[src/sv/rf_pkg.sv]
`timescale 1ns / 1ps
// ----------------------------------------------------------------------------
// rf_pkg: shared types and constants of the 3x3 rank filter
// pixel and window types, per-request side data, mode and register codes
// ----------------------------------------------------------------------------
package rf_pkg;

	parameter int PIX_W        = 8;
	parameter int N_TAPS       = 9;
	parameter int RANK_W       = 4;
	parameter int MEDIAN_RANK  = 4;
	parameter int MIN_DIM      = 3;
	parameter int ROW_W        = 12;
	parameter int H_W          = 13;
	parameter int IW_W         = 11;
	parameter int HEIGHT_LIMIT = 4096;
	parameter int MODE_W       = 2;
	parameter int CFG_W        = 13;
	parameter int CFG_IDX_W    = 2;

	// filter modes
	parameter logic [MODE_W-1:0] MODE_MIN = 2'd0;
	parameter logic [MODE_W-1:0] MODE_MAX = 2'd1;
	parameter logic [MODE_W-1:0] MODE_MED = 2'd2;

	// configuration register indexes
	parameter logic [CFG_IDX_W-1:0] REG_MODE   = 2'd0;
	parameter logic [CFG_IDX_W-1:0] REG_WIDTH  = 2'd1;
	parameter logic [CFG_IDX_W-1:0] REG_HEIGHT = 2'd2;

	parameter logic [MODE_W-1:0] MODE_RESET   = MODE_MED;
	parameter logic [IW_W-1:0]   WIDTH_RESET  = 11'd640;
	parameter logic [H_W-1:0]    HEIGHT_RESET = 13'd480;

	typedef logic [PIX_W-1:0] pix_t;
	typedef logic [N_TAPS-1:0][PIX_W-1:0] win_t;

	typedef struct packed {
		logic [RANK_W-1:0] rank;
		logic              last;
	} meta_t;

endpackage

[src/sv/rf_sort_cell.sv]
`timescale 1ns / 1ps
// ----------------------------------------------------------------------------
// rf_sort_cell: one round of odd-even transposition sort
// compare-exchanges neighbor pairs starting at PHASE and registers the row
// ----------------------------------------------------------------------------
module rf_sort_cell #(
	parameter int PHASE = 0
) (
	input  logic          clk,
	input  logic          arst_n,
	input  logic          up_valid,
	input  rf_pkg::win_t  up_vec,
	input  rf_pkg::meta_t up_meta,
	output logic          up_en,
	input  logic          down_en,
	output logic          valid,
	output rf_pkg::win_t  vec,
	output rf_pkg::meta_t meta
);

	logic          v_q;
	rf_pkg::win_t  vec_q;
	rf_pkg::meta_t meta_q;
	rf_pkg::win_t  swp;

	// disjoint pairs, so all exchanges are independent
	always_comb begin
		swp = up_vec;
		for (int i = PHASE; i + 1 < rf_pkg::N_TAPS; i += 2) begin
			if (up_vec[i] > up_vec[i+1]) begin
				swp[i]   = up_vec[i+1];
				swp[i+1] = up_vec[i];
			end
		end
	end

	assign up_en = !v_q || down_en;

	always_ff @(posedge clk or negedge arst_n) begin
		if (!arst_n) begin
			v_q <= 1'b0;
		end else if (up_en) begin
			v_q <= up_valid;
		end
	end

	always_ff @(posedge clk) begin
		if (up_en && up_valid) begin
			vec_q  <= swp;
			meta_q <= up_meta;
		end
	end

	assign valid = v_q;
	assign vec   = vec_q;
	assign meta  = meta_q;

endmodule

[config.mk]
export PLATFORM = sky130hd
export DESIGN_NAME = rf_sort_cell
export DESIGN_NICKNAME = d
export VERILOG_FILES = /design/src/sv/rf_pkg.sv /design/src/sv/rf_sort_cell.sv
export SDC_FILE = /design/constraint.sdc
export NUM_CORES = 1
export LEC_CHECK = 0
export BUFFER_PORTS_ARGS = -buffer_cell sky130_fd_sc_hd__buf_2
export CORE_MARGIN = 4
export CORE_UTILIZATION = 50
export CTS_CLUSTER_SIZE = 12
export DETAILED_ROUTE_END_ITERATION = 8
export HOLD_SLACK_MARGIN = 0.06
export PLACE_DENSITY = 0.81
export REMOVE_ABC_BUFFERS = 1
export SLEW_MARGIN = 40
export SYNTH_ARGS = -nofsm -noshare
export SYNTH_HDL_FRONTEND = slang
export SYNTH_SLANG_ARGS = --single-unit
[constraint.sdc]
create_clock -name clk -period 3.3 [get_ports clk]
set_input_delay 0.825 -clock clk [delete_from_list [all_inputs] [get_ports clk]]
set_output_delay 0.825 -clock clk [all_outputs]
set_load 0.02 [all_outputs]
==> impl_metrics.py <==
metrics = {
    "clocking": {
        "htree_levels": 3,
        "clk_pin_slew_worst_paths_ns": 0.08,
        "clk_latency_ns": 0.33,
        "cts.repair.resized": 0,
        "clk_path_buf_depth": 2,
        "clock-sinks": 78,
        "root_buffer": "clkbuf_8",
        "cts_hold_buf": 0,
        "cts_setup_buffers": 0,
        "cts_tree": "yes",
        "cts_buffers": 9,
    },
    "final_layout": {
        "final_nets": 540,
        "stdcell_area_sq_um": 5380,
        "utilization": 0.651,
        "antenna_cells": 0,
        "final_layout_size_suffix_gt1_frac": 0.613,
        "instances_no_fill": 536,
        "layout_commonest_cell": "buf_2",
        "final_cell_mix": "buf_2, edfxtp_1, mux2_4",
        "area_growth_pct": 26.5,
    },
    "critical_path": {
        "critPathSlowestCell": "o22ai_4",
        "worstPathArrival_ns": 2.56,
        "cp_slowest_stage_delay_ns": 0.50,
        "cp-start-kind": "input port",
        "crit_chain": "buf_2 > inv_1 > ha_1 > a21oi_1 > o21ai_4 > o22ai_4 > mux2_2",
        "crit_type": "in2reg",
        "cp.required_ns": 3.38,
        "critPathMaxFanout": 16,
        "cp-end-kind": "flop",
    },
    "synthesis": {
        "syn-cell-area_sq_um": 4250,
        "muxShareOfSynthArea": 0.205,
        "synth_top_cell_by_area": "edfxtp_1",
        "ys_seq_area_frac": 0.550,
        "synth_compound_area_frac": 0.0630,
        "synth_fa_ha_area_frac": 0.0943,
        "synthTopCellsByArea": "edfxtp_1, mux2_4, ha_1",
        "synthXorXnorAreaFrac": 0,
        "synth-simple-area-share": 0.0427,
        "ys_seq_elements": 78,
        "yosysWarnings": 0,
        "synth.top_cell.area_share": 0.544,
        "avgSynthCellArea_sq_um": 16.5,
        "yosysUniqueCellTypes": 21,
        "synth_cells": 257,
        "synth_top_family_by_area": "multiplexers",
    },
    "floorplan": {
        "rows": 33,
        "core_sq_um": 8260,
        "die_height_um": 100,
        "ios": 160,
        "initial_core_util": 0.514,
        "die_area_sq_um": 10000,
        "die_x_um": 100,
    },
    "worst_hold_path": {
        "hold_class": "in2async",
    },
    "placed_design": {
        "dpl-instance-area_sq_um": 5150,
        "portBuffers": 159,
        "gp_congestion": 0.756,
        "dp.cells": 521,
        "place.detailed.hpwl_um": 6390,
    },
    "global_routing": {
        "grt_remaining_overflow": 0,
        "grt_pass1_vias": 2690,
        "groute.usage.overall": 0.162,
        "antenna_found_initial": 0,
        "grt_pass1_wl_um": 12700,
        "grt_max_degree": 44,
    },
    "timing": {
        "fin_skew_ns": 0.00771,
        "max_freq_mhz": 404,
        "whs_ns": 0.247,
        "period_share": 0.750,
        "timing.final.crit_period_ns": 2.48,
        "tightest_slew_ns": 0.672,
        "slew_viol_final": 0,
        "rsz0062_at_grt": "false",
        "hold_viol_final": 0,
        "relSlewSlack": 0.552,
        "setup_violations": 0,
    },
    "detailed_routing": {
        "wl_per_cell_um": 15.2,
        "postRouteWirelength_um": 8160,
        "routed_via_density": 4.90,
        "num_vias": 2624,
        "drtIter0Drc": 55,
        "drc_errors": 0,
        "ant_nets": 0,
        "drtPass1Iterations": 4,
    },
    "power": {
        "p_leak_uw": 0.00249,
        "peakVddDrop_v": 0.000308,
        "power_density_nw_per_um2": 487,
    },
    "job": {
        "max_cap_violations": 0,
    },
    "status": {
        "status": "finished clean",
    },
}
power breakdown:
group | total [uW] | switching (uW) | internal [uW]
combinational | 595 | 314 | 281
sequential | 1200 | 16.2 | 1190
clock | 819 | 328 | 491
total | 2620 | 658 | 1960
cells by family (layout without fill, tap and decap cells):
logic type / count (synthesis) / in the layout
simple gates: 19 / 19
mux: 64 / 64
buf+inv: 36 / 210
fa+ha+maj: 32 / 32
flops: 78 / 78
compound gates: 28 / 28
state kept, by name, indices dropped and copies added, names as in the netlist:
name,flops
meta,5
valid,1
vec,72
through the flow:
stage                     power, uW  TNS [ns]  setup slack [ns]
after floorplan                1640     -5.22           -0.0679
after global placement         1810         0             0.539
after detailed placement       1830         0             0.461
after CTS                      2650         0             0.819
after global routing           2740         0             0.702
final                          2620         0             0.824
cell type report:
class                   count  area, sq um
fillers                   632         2880
flip-flops and latches     78         2340
multi-input cells         143         1720
repair buffers            163          838
well taps                 105          131
clock buffers               9          124
inverters                  32          120
clock inverters             6          101
routing by layer:
| layer | GRT usage | part of all wire | vias up |
|---|---|---|---|
| met2 | 0.277 | 0.51 | 90 |
| met3 | 0.0424 | 0.084 | 7 |
| li1 | - | - | 1310 |
| met4 | 0.0560 | 0.0080 | 0 |
| met5 | 0 | 0 | - |
| met1 | 0.197 | 0.39 | 1217 |
critical path: cells and delay by family:
kind / cells / cell delay, ns
buffers and inverters: 2 / 0.17
adder cells (fa/ha/maj): 1 / 0.32
AO/OA/AOI/OAI: 3 / 0.83
multiplexers: 1 / 0.41
Yosys cell counts:
cell	n
buf_8	2
dfrtp_1	1
nand4_4	2
nand4_2	2
o211ai_2	4
a21oi_2	4
mux2_4	40
nor2b_4	4
o22ai_4	4
o21ai_4	1
o21ai_2	3
nand4_1	4
nand2_1	4
nand2b_1	2
inv_1	32
mux2_2	24
a21oi_1	12
buf_12	2
and2_1	1
ha_1	32
edfxtp_1	77
worst paths after layout:
path                            slack, ns  cells past startpoint  startpoint       to
worst max-delay path                 0.82                      7  up_vec[15]   vec[2]
worst min register to register       0.56                      2       valid    valid
min in group clk                     0.56                      2       valid    valid
worst max register to register       1.67                      3       valid  vec[37]
worst min-delay path                 0.25                      1      arst_n    valid
max in group asynchronous            2.97                      1      arst_n    valid
Note: power is estimated with default switching activity, not from simulation.
